## config.mk

```make
export PLATFORM = sky130hd
export DESIGN_NAME = poll_request_scheduler_core
export DESIGN_NICKNAME = d
export VERILOG_FILES = /design/src/rtl/prs_pkg.sv /design/src/rtl/poll_request_scheduler_core.sv /design/src/rtl/prs_alu.sv
export SDC_FILE = /design/constraint.sdc
export NUM_CORES = 1
export LEC_CHECK = 0
export ABC_AREA = 1
export BUFFER_PORTS_ARGS = -buffer_cell sky130_fd_sc_hd__buf_4
export CORE_ASPECT_RATIO = 1.4
export CORE_MARGIN = 1.5
export CORE_UTILIZATION = 55
export DETAILED_ROUTE_END_ITERATION = 6
export PLACE_DENSITY = 0.77
export SYNTH_ARGS = -nofsm -noshare
export SYNTH_HDL_FRONTEND = slang
export SYNTH_HIERARCHICAL = 1
export SYNTH_SLANG_ARGS = --single-unit
export TNS_END_PERCENT = 20
```

## constraint.sdc

```tcl
create_clock -name clk -period 17.3 [get_ports clk]
set_input_delay 3.46 -clock clk [delete_from_list [all_inputs] [get_ports clk]]
set_output_delay 3.46 -clock clk [all_outputs]
set_load 0.05 [all_outputs]
```

## src/rtl/prs_pkg.sv

```systemverilog
// Types, codes and constant tables shared by the poll request scheduler.
`default_nettype none
package prs_pkg;

  localparam int CFG_W = 16;
  localparam int CFG_IDX_W = 3;
  localparam int NUM_CFG = 6;
  localparam int POS_W = 2;

  localparam logic [CFG_IDX_W-1:0] CFG_TIMEOUT  = 3'd0;
  localparam logic [CFG_IDX_W-1:0] CFG_RC       = 3'd1;
  localparam logic [CFG_IDX_W-1:0] CFG_ATTITUDE = 3'd2;
  localparam logic [CFG_IDX_W-1:0] CFG_ANALOG   = 3'd3;
  localparam logic [CFG_IDX_W-1:0] CFG_GPS      = 3'd4;
  localparam logic [CFG_IDX_W-1:0] CFG_STATUS   = 3'd5;

  localparam logic [CFG_W-1:0] CFG_RESET [NUM_CFG] = '{
    16'd40, 16'd40, 16'd50, 16'd200, 16'd200, 16'd500
  };

  localparam logic [1:0] ACT_TICK  = 2'd0;
  localparam logic [1:0] ACT_FRAME = 2'd1;
  localparam logic [1:0] ACT_ERROR = 2'd2;

  localparam logic [7:0] STARTUP_CMD [4] = '{8'd1, 8'd2, 8'd3, 8'd0};
  localparam logic [7:0] PERIODIC_CMD [8] = '{
    8'd105, 8'd108, 8'd110, 8'd106, 8'd101, 8'd0, 8'd0, 8'd0
  };

  typedef struct packed {
    logic [1:0]  action;
    logic [31:0] now_ms;
    logic [7:0]  frame_command;
    logic        link_ready;
  } in_t;

  typedef struct packed {
    logic        send_valid;
    logic [7:0]  send_command;
    logic        waiting_reply;
    logic [31:0] request_count;
    logic [31:0] timeout_count;
    logic [31:0] checksum_error_count;
    logic [31:0] last_frame_ms;
  } out_t;

  typedef struct packed {
    logic        sub;
    logic [31:0] a;
    logic [31:0] b;
    logic [31:0] cmp;
  } alu_req_t;

  typedef struct packed {
    logic [31:0] sum;
    logic        lt;
    logic        gt;
  } alu_rsp_t;

  typedef enum logic [2:0] {
    S_IDLE,
    S_CHECK,
    S_SCAN,
    S_ARM,
    S_DONE
  } state_t;

endpackage
`default_nettype wire

```

## src/rtl/poll_request_scheduler_core.sv

```systemverilog
// Top level of the poll request scheduler: sequencer, state and result register.
// A tick that reaches the periodic scan passes through the timeout check, one
// lateness step per periodic query, the re-arm and the result load, and in_ready
// returns on the edge that loads the result. A tick that stops at the check (still
// waiting or in start-up) goes from the check straight to the result load. Frame
// and checksum items go straight to the result load. The timeout check, the scan
// and the re-arm go through one shared 32-bit subtract/compare unit. in_ready is
// high only between items, and a finished result waits in the output register
// while the next item is taken; a result that is still held when the next one is
// ready stalls the sequencer until out_ready. Configuration writes are taken in
// any cycle.
`default_nettype none
module poll_request_scheduler_core
  import prs_pkg::*;
#(
  parameter int NUM_PERIODIC = 5,
  parameter int NUM_STARTUP  = 3
) (
  input  wire logic                 clk,
  input  wire logic                 rst,
  input  wire logic                 in_valid,
  output logic                      in_ready,
  input  wire in_t                  in_data,
  output logic                      out_valid,
  input  wire logic                 out_ready,
  output out_t                      out_data,
  input  wire logic                 cfg_valid,
  output logic                      cfg_ready,
  input  wire logic [CFG_IDX_W-1:0] cfg_index,
  input  wire logic [CFG_W-1:0]     cfg_data
);

  localparam int IDX_W = (NUM_PERIODIC > 1) ? $clog2(NUM_PERIODIC) : 1;
  localparam logic [IDX_W-1:0] LAST_IDX = IDX_W'(NUM_PERIODIC - 1);
  localparam logic [POS_W-1:0] START_END = POS_W'(NUM_STARTUP);

  state_t state, state_next;

  logic [CFG_W-1:0] cfg [NUM_CFG];
  logic [31:0]      due [NUM_PERIODIC];
  logic [POS_W-1:0] startup_pos;
  logic             pending;
  logic [7:0]       pending_cmd;
  logic [31:0]      sent_time;
  logic [31:0]      requests_sent;
  logic [31:0]      timeouts_seen;
  logic [31:0]      checksum_errors_seen;
  logic [31:0]      last_valid_time;

  in_t              item;
  logic             sent;
  logic [7:0]       scmd;
  logic [IDX_W-1:0] idx;
  logic [IDX_W-1:0] sel;
  logic             found;
  logic [31:0]      best;

  alu_req_t alu_req;
  alu_rsp_t alu_rsp;

  logic             in_accept;
  logic             load_out;
  logic             startup_active;
  logic             still_waiting;
  logic [3:0]       sel_ext;
  logic [CFG_IDX_W-1:0] period_idx;

  prs_alu u_alu (
    .req (alu_req),
    .rsp (alu_rsp)
  );

  assign cfg_ready      = 1'b1;
  assign in_accept      = in_valid && in_ready;
  assign startup_active = startup_pos < START_END;
  assign still_waiting  = pending && alu_rsp.lt;
  assign sel_ext        = 4'(sel);
  assign period_idx     = (sel_ext < 4'd5) ? CFG_IDX_W'(sel_ext + 4'd1) : CFG_STATUS;

  always_comb begin
    state_next = state;
    unique case (state)
      S_IDLE: begin
        if (in_accept) begin
          state_next = (in_data.action == ACT_TICK) ? S_CHECK : S_DONE;
        end
      end
      S_CHECK: begin
        if (still_waiting || startup_active) begin
          state_next = S_DONE;
        end else begin
          state_next = S_SCAN;
        end
      end
      S_SCAN: begin
        if (idx == LAST_IDX) begin
          state_next = S_ARM;
        end
      end
      S_ARM:   state_next = S_DONE;
      S_DONE: begin
        if (load_out) begin
          state_next = S_IDLE;
        end
      end
      default: state_next = S_IDLE;
    endcase
  end

  always_comb begin
    in_ready    = 1'b0;
    load_out    = 1'b0;
    alu_req.sub = 1'b1;
    alu_req.a   = item.now_ms;
    alu_req.b   = sent_time;
    alu_req.cmp = {16'd0, cfg[CFG_TIMEOUT]};
    unique case (state)
      S_IDLE:  in_ready = 1'b1;
      S_CHECK: ;
      S_SCAN: begin
        alu_req.b   = due[idx];
        alu_req.cmp = best;
      end
      S_ARM: begin
        alu_req.sub = 1'b0;
        alu_req.b   = {16'd0, cfg[period_idx]};
        alu_req.cmp = 32'd0;
      end
      S_DONE:  load_out = !out_valid || out_ready;
      default: ;
    endcase
  end

  always_ff @(posedge clk) begin
    if (rst) begin
      state                <= S_IDLE;
      out_valid            <= 1'b0;
      startup_pos          <= '0;
      pending              <= 1'b0;
      pending_cmd          <= '0;
      sent_time            <= '0;
      requests_sent        <= '0;
      timeouts_seen        <= '0;
      checksum_errors_seen <= '0;
      last_valid_time      <= '0;
      for (int i = 0; i < NUM_CFG; i++) begin
        cfg[i] <= CFG_RESET[i];
      end
      for (int i = 0; i < NUM_PERIODIC; i++) begin
        due[i] <= '0;
      end
    end else begin
      state <= state_next;
      if (cfg_valid && cfg_ready && (32'(cfg_index) < NUM_CFG)) begin
        cfg[cfg_index] <= cfg_data;
      end
      if (load_out) begin
        out_valid <= 1'b1;
      end else if (out_ready) begin
        out_valid <= 1'b0;
      end
      unique case (state)
        S_IDLE: begin
          if (in_accept) begin
            item <= in_data;
            sent <= 1'b0;
            scmd <= '0;
            unique case (in_data.action)
              ACT_FRAME: begin
                last_valid_time <= in_data.now_ms;
                if (pending && (in_data.frame_command == pending_cmd)) begin
                  pending <= 1'b0;
                end
              end
              ACT_ERROR: checksum_errors_seen <= checksum_errors_seen + 32'd1;
              default: ;
            endcase
          end
        end
        S_CHECK: begin
          idx   <= '0;
          found <= 1'b0;
          best  <= '0;
          if (!still_waiting) begin
            if (pending) begin
              pending       <= 1'b0;
              timeouts_seen <= timeouts_seen + 32'd1;
            end
            if (startup_active && item.link_ready) begin
              pending       <= 1'b1;
              pending_cmd   <= STARTUP_CMD[startup_pos];
              sent_time     <= item.now_ms;
              requests_sent <= requests_sent + 32'd1;
              sent          <= 1'b1;
              scmd          <= STARTUP_CMD[startup_pos];
              startup_pos   <= startup_pos + POS_W'(1);
              if (startup_pos + POS_W'(1) == START_END) begin
                for (int i = 0; i < NUM_PERIODIC; i++) begin
                  due[i] <= item.now_ms;
                end
              end
            end
          end
        end
        S_SCAN: begin
          if (!alu_rsp.sum[31] && (!found || alu_rsp.gt)) begin
            sel   <= idx;
            best  <= alu_rsp.sum;
            found <= 1'b1;
          end
          idx <= idx + IDX_W'(1);
        end
        S_ARM: begin
          if (found && item.link_ready) begin
            due[sel]      <= alu_rsp.sum;
            pending       <= 1'b1;
            pending_cmd   <= PERIODIC_CMD[3'(sel)];
            sent_time     <= item.now_ms;
            requests_sent <= requests_sent + 32'd1;
            sent          <= 1'b1;
            scmd          <= PERIODIC_CMD[3'(sel)];
          end
        end
        S_DONE: begin
          if (load_out) begin
            out_data.send_valid           <= sent;
            out_data.send_command         <= scmd;
            out_data.waiting_reply        <= pending;
            out_data.request_count        <= requests_sent;
            out_data.timeout_count        <= timeouts_seen;
            out_data.checksum_error_count <= checksum_errors_seen;
            out_data.last_frame_ms        <= last_valid_time;
          end
        end
        default: ;
      endcase
    end
  end

  a_scan_exit: assert property (@(posedge clk) disable iff (rst)
    (state == S_SCAN) |=> (state == S_SCAN || state == S_ARM))
    else $error("scan left to an unexpected state");

  a_startup_bound: assert property (@(posedge clk) disable iff (rst)
    startup_pos <= START_END)
    else $error("start-up position past its end");

  a_send_pending: assert property (@(posedge clk) disable iff (rst)
    (state == S_DONE && sent) |-> pending)
    else $error("request sent without a pending wait");

  a_tick_check: assert property (@(posedge clk) disable iff (rst)
    (in_accept && in_data.action == ACT_TICK) |=> (state == S_CHECK))
    else $error("tick transfer did not start the timeout check");

endmodule
`default_nettype wire

```

## src/rtl/prs_alu.sv

```systemverilog
// Shared add/subtract and compare unit used by the check, scan and re-arm steps of the sequencer.
`default_nettype none
module prs_alu
  import prs_pkg::*;
(
  input  alu_req_t req,
  output alu_rsp_t rsp
);

  logic [31:0] operand;
  logic [31:0] sum;

  assign operand = req.sub ? ~req.b : req.b;
  assign sum     = req.a + operand + {31'd0, req.sub};

  assign rsp.sum = sum;
  assign rsp.lt  = sum < req.cmp;
  assign rsp.gt  = sum > req.cmp;

endmodule
`default_nettype wire

```

After elaboration in Yosys (flattened, before gate mapping)
Memories as Yosys holds them, arrays and structs flattened. A register that Yosys moved wholly into a read port is not among the register bits.
Index checks and enable logic that the tools add are counted.
{"block": "word_totals", "ff_bits": 394, "romBits": 64, "wordCells": 181, "ramBits": 256, "memories": 3, "out_inout_bits": 141, "in_bits": 67}
{"block": "classes", "n_eq_ne": 18, "bitwise": 10, "n_reduce_logical": 34, "n_lt_le_gt_ge": 7, "n_addsub": 8, "muxes": 76}
{"memory": "due", "words": 5, "word_bits": 32, "read_ports": 1, "rd_ports_with_merged_regs": 1, "write_ports": 5, "line_no": "poll_request_scheduler_core.sv:40", "source": "logic [31:0] due [NUM_PERIODIC];"}
{"memory": "cfg", "words": 6, "word_bits": 16, "read_ports": 2, "rd_ports_with_merged_regs": 0, "write_ports": 6, "line_no": "poll_request_scheduler_core.sv:39", "source": "logic [CFG_W-1:0] cfg [NUM_CFG];"}
{"memory": "(no name shown)", "words": 8, "word_bits": 8, "read_ports": 1, "rd_ports_with_merged_regs": 0, "write_ports": 0, "line_no": "poll_request_scheduler_core.sv:221", "source": "scmd <= PERIODIC_CMD[3'(sel)];"}
{"op": "32-bit 2-to-1 mux", "n": 14}
{"op": "32-bit one-hot mux with 2 select lines", "n": 3}
{"op": "64-bit one-hot mux with 2 select lines", "n": 1}
{"op": "32-bit by 1-bit adder with 32-bit output, second input constant", "n": 3}
{"op": "8-bit 2-to-1 mux", "n": 8}
{"op": "32-bit by 1-bit adder with 32-bit output", "n": 1}
{"op": "32-bit adder", "n": 1}
{"op": "32-bit > comparator", "n": 1}
{"op": "32-bit less-than comparator", "n": 1}
{"op": "1-bit 2-to-1 mux", "n": 32}
{"op": "32-bit NOT", "n": 1}
{"op": "32-bit OR reduction", "n": 1}
{"op": "3-bit 2-to-1 mux", "n": 9}
{"op": "3-bit AND reduction", "n": 9}
{"op": "8-bit one-hot mux with 3 select lines", "n": 1}
{"op": "2-bit inequality test, second input constant", "n": 9}
{"op": "8-bit binary-select mux with 2-bit select", "n": 1}
{"op": "16-bit 2-to-1 mux", "n": 1}
{"op": "8-bit one-hot mux with 2 select lines", "n": 1}
{"op": "16-bit OR reduction", "n": 1}
{"op": "3-bit one-hot mux with 5 select lines", "n": 1}
{"op": "6-bit AND reduction", "n": 2}
{"op": "8-bit equality test", "n": 1}
{"op": "1-bit logical AND", "n": 7}
{"op": "other kinds (26)", "n": 43}

Longest topological paths before layout
Gate-level depths: netlist of run 1.
An unclocked memory read counts as a cell.
{"block": "depth", "ltp_word": 16, "ltp_mapped": 43, "ltp_nobuf": 41}

Cells and area by module
The synthesis of run 1 kept the hierarchy.
{"mod": "poll_request_scheduler_core", "area_per_inst_um2": 32996.6, "cells_each": 3369, "n_inst": 1, "seq_area_each_um2": 21430.6}
{"mod": "prs_alu", "area_per_inst_um2": 3134.3, "cells_each": 553, "n_inst": 1, "seq_area_each_um2": 0.0}

Worst setup path after synthesis of run 1
OpenSTA, ideal clock, no wires.
{"block": "synth_timing", "kind": "input-to-reg", "start": "in rst", "end": "reg out_data[0] in the netlist's numbering, enable pin", "arrival_ns": 16.673, "setup_ns": 0.960, "setup_slack_ns": -0.333, "stages": 3, "n_path_buf": 2, "cell_sequence": "buf_2 buf_1 nor4_1"}
{"block": "synth_between", "elab_chain_len": 2}
{"element": "start: declaration", "line_no": "poll_request_scheduler_core.sv:20", "source": "input wire logic rst,"}
{"element": "1-bit NOT (no line)"}
{"element": "3-bit AND reduction (no line)"}
{"element": "end: declaration", "line_no": "poll_request_scheduler_core.sv:26", "source": "output out_t out_data,"}
No other way between the ends.
A chain may end at the register's enable or synchronous reset.

==> results.md, run 1 <==
* Syn-to-layout area delta at 13.6%
* Most used cell, CP: nand2_1
* Clock Skews at 0.0304 ns
* Post-synthesis sequential area ratio at 59.3%
* Worst skew pair latency at 0.63 ns
* CORE AREA at 65300 sq um
* CP arrival at 9.03 ns
* 1st-pass router iterations at 7
* Worst slew pin tran at 1.26 ns
* Crit path buffers/inverters at 6
* CP peak stage delay at 0.90 ns
* Post-CTS Setup Inserts at 0
* Synth top area share at 49.6%
* CP required at 17.82 ns
* Post-synth ARST share at 0%
* DRC violations left at 0
* # setup viols final at 0
* Max FFs per register at 256
* Root buffer cell: clkbuf_16
* Longest Clk Path Bufs at 3
* Top FF cell, synth: edfxtp_1
* Biggest register: due
* Final hold violation count at 0
* Finished Layout Cells at 5011
* Routed length per placed instance at 20.3 um
* Clock Pin Slew Worst Setup and Hold Paths at 0.07 ns
* Hold Crit Class: flop to flop
* CTS tree: built
* First-pass GRT wire length at 155000 um
* Synthesized area at 36100 sq um
* WL final at 102000 um
* Relative slew slack at 15.6%
* Fin util at 62.9%
* Share of layout cells above drive strength 1 at 9.73%
* CTS sink count at 772
* Min Clock Period, post-route at 8.51 ns
* Crit-path leading delay family: buffers and inverters
* EDFF count, synth at 597
* Number of synthesized register bits at 772
* Crit end category: flop
* Maximum VDD drop at 108 uV
* CP max-delay cell: inv_2
* Synthesized area per cell at 9.21 sq um
* Antenna violations before repair at 2
* CTS Buf Count at 73
* Top Registers: due: 256 flops, out_data: 135 flops, cfg: 128 flops
* Synth area leaders: edfxtp_1 (50%), dfxtp_1 (9.7%), nand2_1 (7.9%)
* Tcrit/Tclk final at 49.2%
* Maxcap violations at 0
* GRT Residual Overflow at 0
* Die W at 220 um
* # port buffers at 204
* Post_cts resized at 0
* Total power at 4.15 mW
* Pwr Density at 101 nW/um^2
* Hold_buf cts at 0
* Ant. Diodes at 0
* Largest net degree at the start of global routing at 112
* DP Cell Count at 4878
* Status: finished, final reports clean
* Initial Util at 55.4%
* Worst Path Max Fanout at 70
* Die Y at 306 um
* Slew Viols, Final at 0
* Via count at 28600
* Vias in the first global route at 27500
* Synthesized instance count at 3922
* Placed wire-length estimate at 69900 um
* All-Layer GR Usage at 30.2%
* Yosys warning total at 6
* Synth area leader: edfxtp_1
* Die area at 67300 sq um
* Critical path launch point type: flop
* Final #Nets at 4246
* I/O pin count at 208
* Yosys cell types at 48
* # rows at 111
* Via density at 5.72
* RSZ-0062 raised after global routing: no
* Setup TNS at 0 ns
* Routed Antenna Nets at 0
* CTS H-tree depth at 3
* Critical path type: flop to flop
* Achievable Freq at 118 MHz
* RD Place Congestion at 0.959
* Initial drt markers at 2885
* P_leak at 15.9 nW
-- stage by stage --
stage	hold slack [ns]	setup WS (ns)	area, sq um
finish	0.414	8.79	41000
global route	0.424	8.30	41000
CTS	0.416	8.99	41000
detailed placement	0.406	9.01	38500
global placement	0.406	9.19	38500
floorplan	0.400	5.43	36300
-- cells in the mapped netlist (all sizes together), types with 46 or more instances --
library cell    n
edfxtp        597
buf            46
clkbuf        116
inv           397
nand3         129
o21ai         440
o211ai        129
xor2           53
nor2          730
dfxtp         175
ha             72
nand2         773
a21oi         122
-- cell type report --
class,count,area [sq um]
Fill cell,5257,24200
Multi-Input combinational cell,2623,12700
Clock inverter,33,503
Tap cell,847,1060
Sequential cell,772,21400
Clock buffer,100,2030
Inverter,398,1500
Timing Repair Buffer,238,1790
-- per-layer routing --
layer	track usage, %	share of wire (%)
met1	37.5	37
met2	51.1	49
met3	6.00	9.2
met4	13.2	4.2
met5	0	0.029
-- layout by cell type (no fill, tap or decap), types with 11 or more instances in the layout --
cell type    n
nand2_1    759
nor2_1     715
edfxtp_1   597
o21ai_0    428
inv_1      388
buf_4      238
dfxtp_1    173
o211ai_1   129
nand3_1    126
a21oi_1    122
clkbuf_16   74
ha_1        72
xor2_1      53
conb_1      35
nand4_1     28
nor3_1      21
clkbuf_1    18
o22ai_1     17
a22o_1      16
nand2_2     12
bufinv_16   12
o21ai_1     11
-- cells by family after synthesis --
family	Yosys count	synth area share, %
AND/OR/NAND/NOR	1710	19.0
flip-flops	772	59.3
AO/OA/AOI/OAI	743	11.5
buffers and inverters	560	6.04
adder cells (fa/ha/maj)	73	2.55
XOR/XNOR	62	1.50
other	2	0.0208
-- path summary, 6_finish.rpt --
check             startpoint  cells past startpoint               end  slack (ns)
setup reg to reg        flop                     33  requests_sent[5]        8.79
hold reg to reg      scmd[0]                      0     out_data[129]        0.41
setup / recovery        flop                     33  requests_sent[5]        8.79
hold / removal       scmd[0]                      0     out_data[129]        0.41
-- power by group --
part           total [mW]  switching, mW  internal, mW
sequential           2.09         0.0294          2.06
combinational       0.348          0.254        0.0939
clock                1.71          0.698          1.01
No activity file was read; power rests on OpenSTA's default activity.
==> inputs of run 2 (changes only) <==
==> constraint.sdc (replaced) <==
create_clock -name clk -period 6.9 [get_ports clk]
set_input_delay 1.38 -clock clk [delete_from_list [all_inputs] [get_ports clk]]
set_output_delay 1.38 -clock clk [all_outputs]
set_load 0.05 [all_outputs]
==> results.md, run 2 (synthesis results as in run 1) <==
* P_leak at 16.1 nW (was 15.9 nW)
* Max FFs per register at 256 (unchanged)
* Via density at 5.69 (was 5.72)
* DRC violations left at 0 (unchanged)
* Ant. Diodes at 0 (unchanged)
* I/O pin count at 208 (unchanged)
* RSZ-0062 raised after global routing: no (unchanged)
* Biggest register: due (unchanged)
* Critical path launch point type: flop (unchanged)
* CTS tree: built (unchanged)
* Hold Crit Class: flop to flop (unchanged)
* CP required at 7.17 ns (was 17.82 ns)
* Vias in the first global route at 27600 (was 27500)
* CP arrival at 6.75 ns (was 9.03 ns)
* Tcrit/Tclk final at 93.9% (was 49.2%)
* CTS H-tree depth at 3 (unchanged)
* CTS sink count at 772 (unchanged)
* Seq. cell area at 21400 sq um (unchanged)
* Syn-to-layout area delta at 14.4% (was 13.6%)
* Share of layout cells above drive strength 1 at 10.4% (was 9.73%)
* Die W at 220 um (unchanged)
* Worst Path Max Fanout at 54 (was 70)
* Relative slew slack at 33.7% (was 15.6%)
* Multi-input gate area at 12700 sq um (about the same)
* All-Layer GR Usage at 30.4% (was 30.2%)
* Most used cell, CP: nand2_1 (unchanged)
* # rows at 111 (unchanged)
* # port buffers at 204 (unchanged)
* Worst slew pin tran at 0.991 ns (was 1.26 ns)
* # setup viols final at 0 (unchanged)
* Final #Nets at 4271 (was 4246)
* Most frequent cells in the layout: nand2_1 (759), nor2_1 (714), edfxtp_1 (597) (was nand2_1 (759), nor2_1 (715), edfxtp_1 (597))
* Pwr Density at 249 nW/um^2 (was 101 nW/um^2)
* Maximum VDD drop at 194 uV (was 108 uV)
* Crit end category: flop (unchanged)
* Worst hold slack at 0.424 ns (was 0.414 ns)
* GRT Residual Overflow at 0 (unchanged)
* Most Crowded Layer GR: met2 (unchanged)
* Worst skew pair latency at 0.64 ns (was 0.63 ns)
* Setup TNS at 0 ns (unchanged)
* Die Y at 306 um (unchanged)
* Antenna violations before repair at 2 (unchanged)
* Routed Antenna Nets at 0 (unchanged)
* Via count at 28600 (about the same)
* First-pass GRT wire length at 155000 um (about the same)
* 1st-pass router iterations at 6 (was 7)
* Met2 Usage GRT at 52.2% (was 51.1%)
* Routed length per placed instance at 20.2 um (was 20.3 um)
* Status: finished, final reports clean (unchanged)
* Final hold violation count at 0 (unchanged)
* Initial Util at 55.4% (unchanged)
* Longest Clk Path Bufs at 3 (unchanged)
* Top Registers: due: 256 flops, out_data: 135 flops, cfg: 128 flops (unchanged)
* Met1 usage at 36.6% (was 37.5%)
* Crit path buffers/inverters at 4 (was 6)
* CP max-delay cell: nor3_1 (was inv_2)
* Initial drt markers at 2741 (was 2885)
* Total power at 10.3 mW (was 4.15 mW)
* Root buffer cell: clkbuf_16 (unchanged)
* Critical path type: flop to flop (unchanged)
* WL final at 102000 um (about the same)
* RD Place Congestion at 1.03 (was 0.959)
* # fillers at 5258 (was 5257)
* CP peak stage delay at 0.44 ns (was 0.90 ns)
* Crit-path leading delay family: simple AND/OR/NAND/NOR gates (was buffers and inverters)
* Achievable Freq at 154 MHz (was 118 MHz)
* CTS Buf Count at 70 (was 73)
* Slew Viols, Final at 0 (unchanged)
* Die area at 67300 sq um (unchanged)
* M3 GR Usage at 5.36% (was 6.00%)
* Commonest non-fill, non-tap cell in the layout: nand2_1 (unchanged)
* Clock Skews at 0.0325 ns (was 0.0304 ns)
* Placed wire-length estimate at 69800 um (was 69900 um)
* Maxcap violations at 0 (unchanged)
* Clock Pin Slew Worst Setup and Hold Paths at 0.07 ns (about the same)
* CORE AREA at 65300 sq um (unchanged)
* Min Clock Period, post-route at 6.48 ns (was 8.51 ns)
* Largest net degree at the start of global routing at 136 (was 112)
run 2: cell types whose count changed in the layout (fill, tap and decap cells not counted), moves of 5 or more:
cell / before / now
clkinv_2: 8 / 13
clkbuf_8: 8 / 3
clkbuf_1: 18 / 11
buf_4: 238 / 250
buf_12: 0 / 13
run 2: final timing paths:
kind                            startpoint       endpoint  slack (ns)  cells past startpoint
worst max-delay path                sel[0]     due[1][29]        0.42                     30
worst min-delay path               scmd[5]  out_data[134]        0.42                      0
worst max register to register      sel[0]     due[1][29]        0.42                     30
worst min register to register     scmd[5]  out_data[134]        0.42                      0
run 2: layout make-up:
class                      count  area share [%]
clock buffer                  87            4.62
clock inverter                42            1.23
inverter                     398            3.62
multi-input combinational   2623            30.8
sequential                   772            51.9
tap                          847            2.56
timing repair buffer         266            5.25
run 2: metal layers:
layer	part of all wire (%)	wire length (um)
met2	50	50500
met4	5.2	5250
met5	0	0
met1	36	36800
met3	9.0	9120
run 2: timing repair:
item                       CTS  global route
setup endpoints to repair    0           325
hold buffers                 0             0
resized for setup            0            11
buffers inserted             0             1
hold endpoints to repair     0             0
run 2: report_power, final:
group          switching [mW]  leakage (nW)  internal, mW
Combinational           0.648          7.70         0.255
Clock                    1.75          1.19          2.40
Sequential             0.0748          7.20          5.17
run 2: metrics by stage:
| stage | instance area, sq um | cells | utilization, % | setup slack (ns) |
|---|---|---|---|---|
| floorplan | 36300 | 3955 | - | 0.317 |
| finish | 41300 | 5035 | 63.3 | 0.424 |
| global placement | 38900 | 4905 | 59.5 | 0.572 |
| CTS | 41300 | 5034 | 63.2 | 0.396 |
| detailed placement | 38900 | 4905 | 59.5 | 0.468 |
| global route | 41300 | 5035 | 63.3 | 0.0109 |
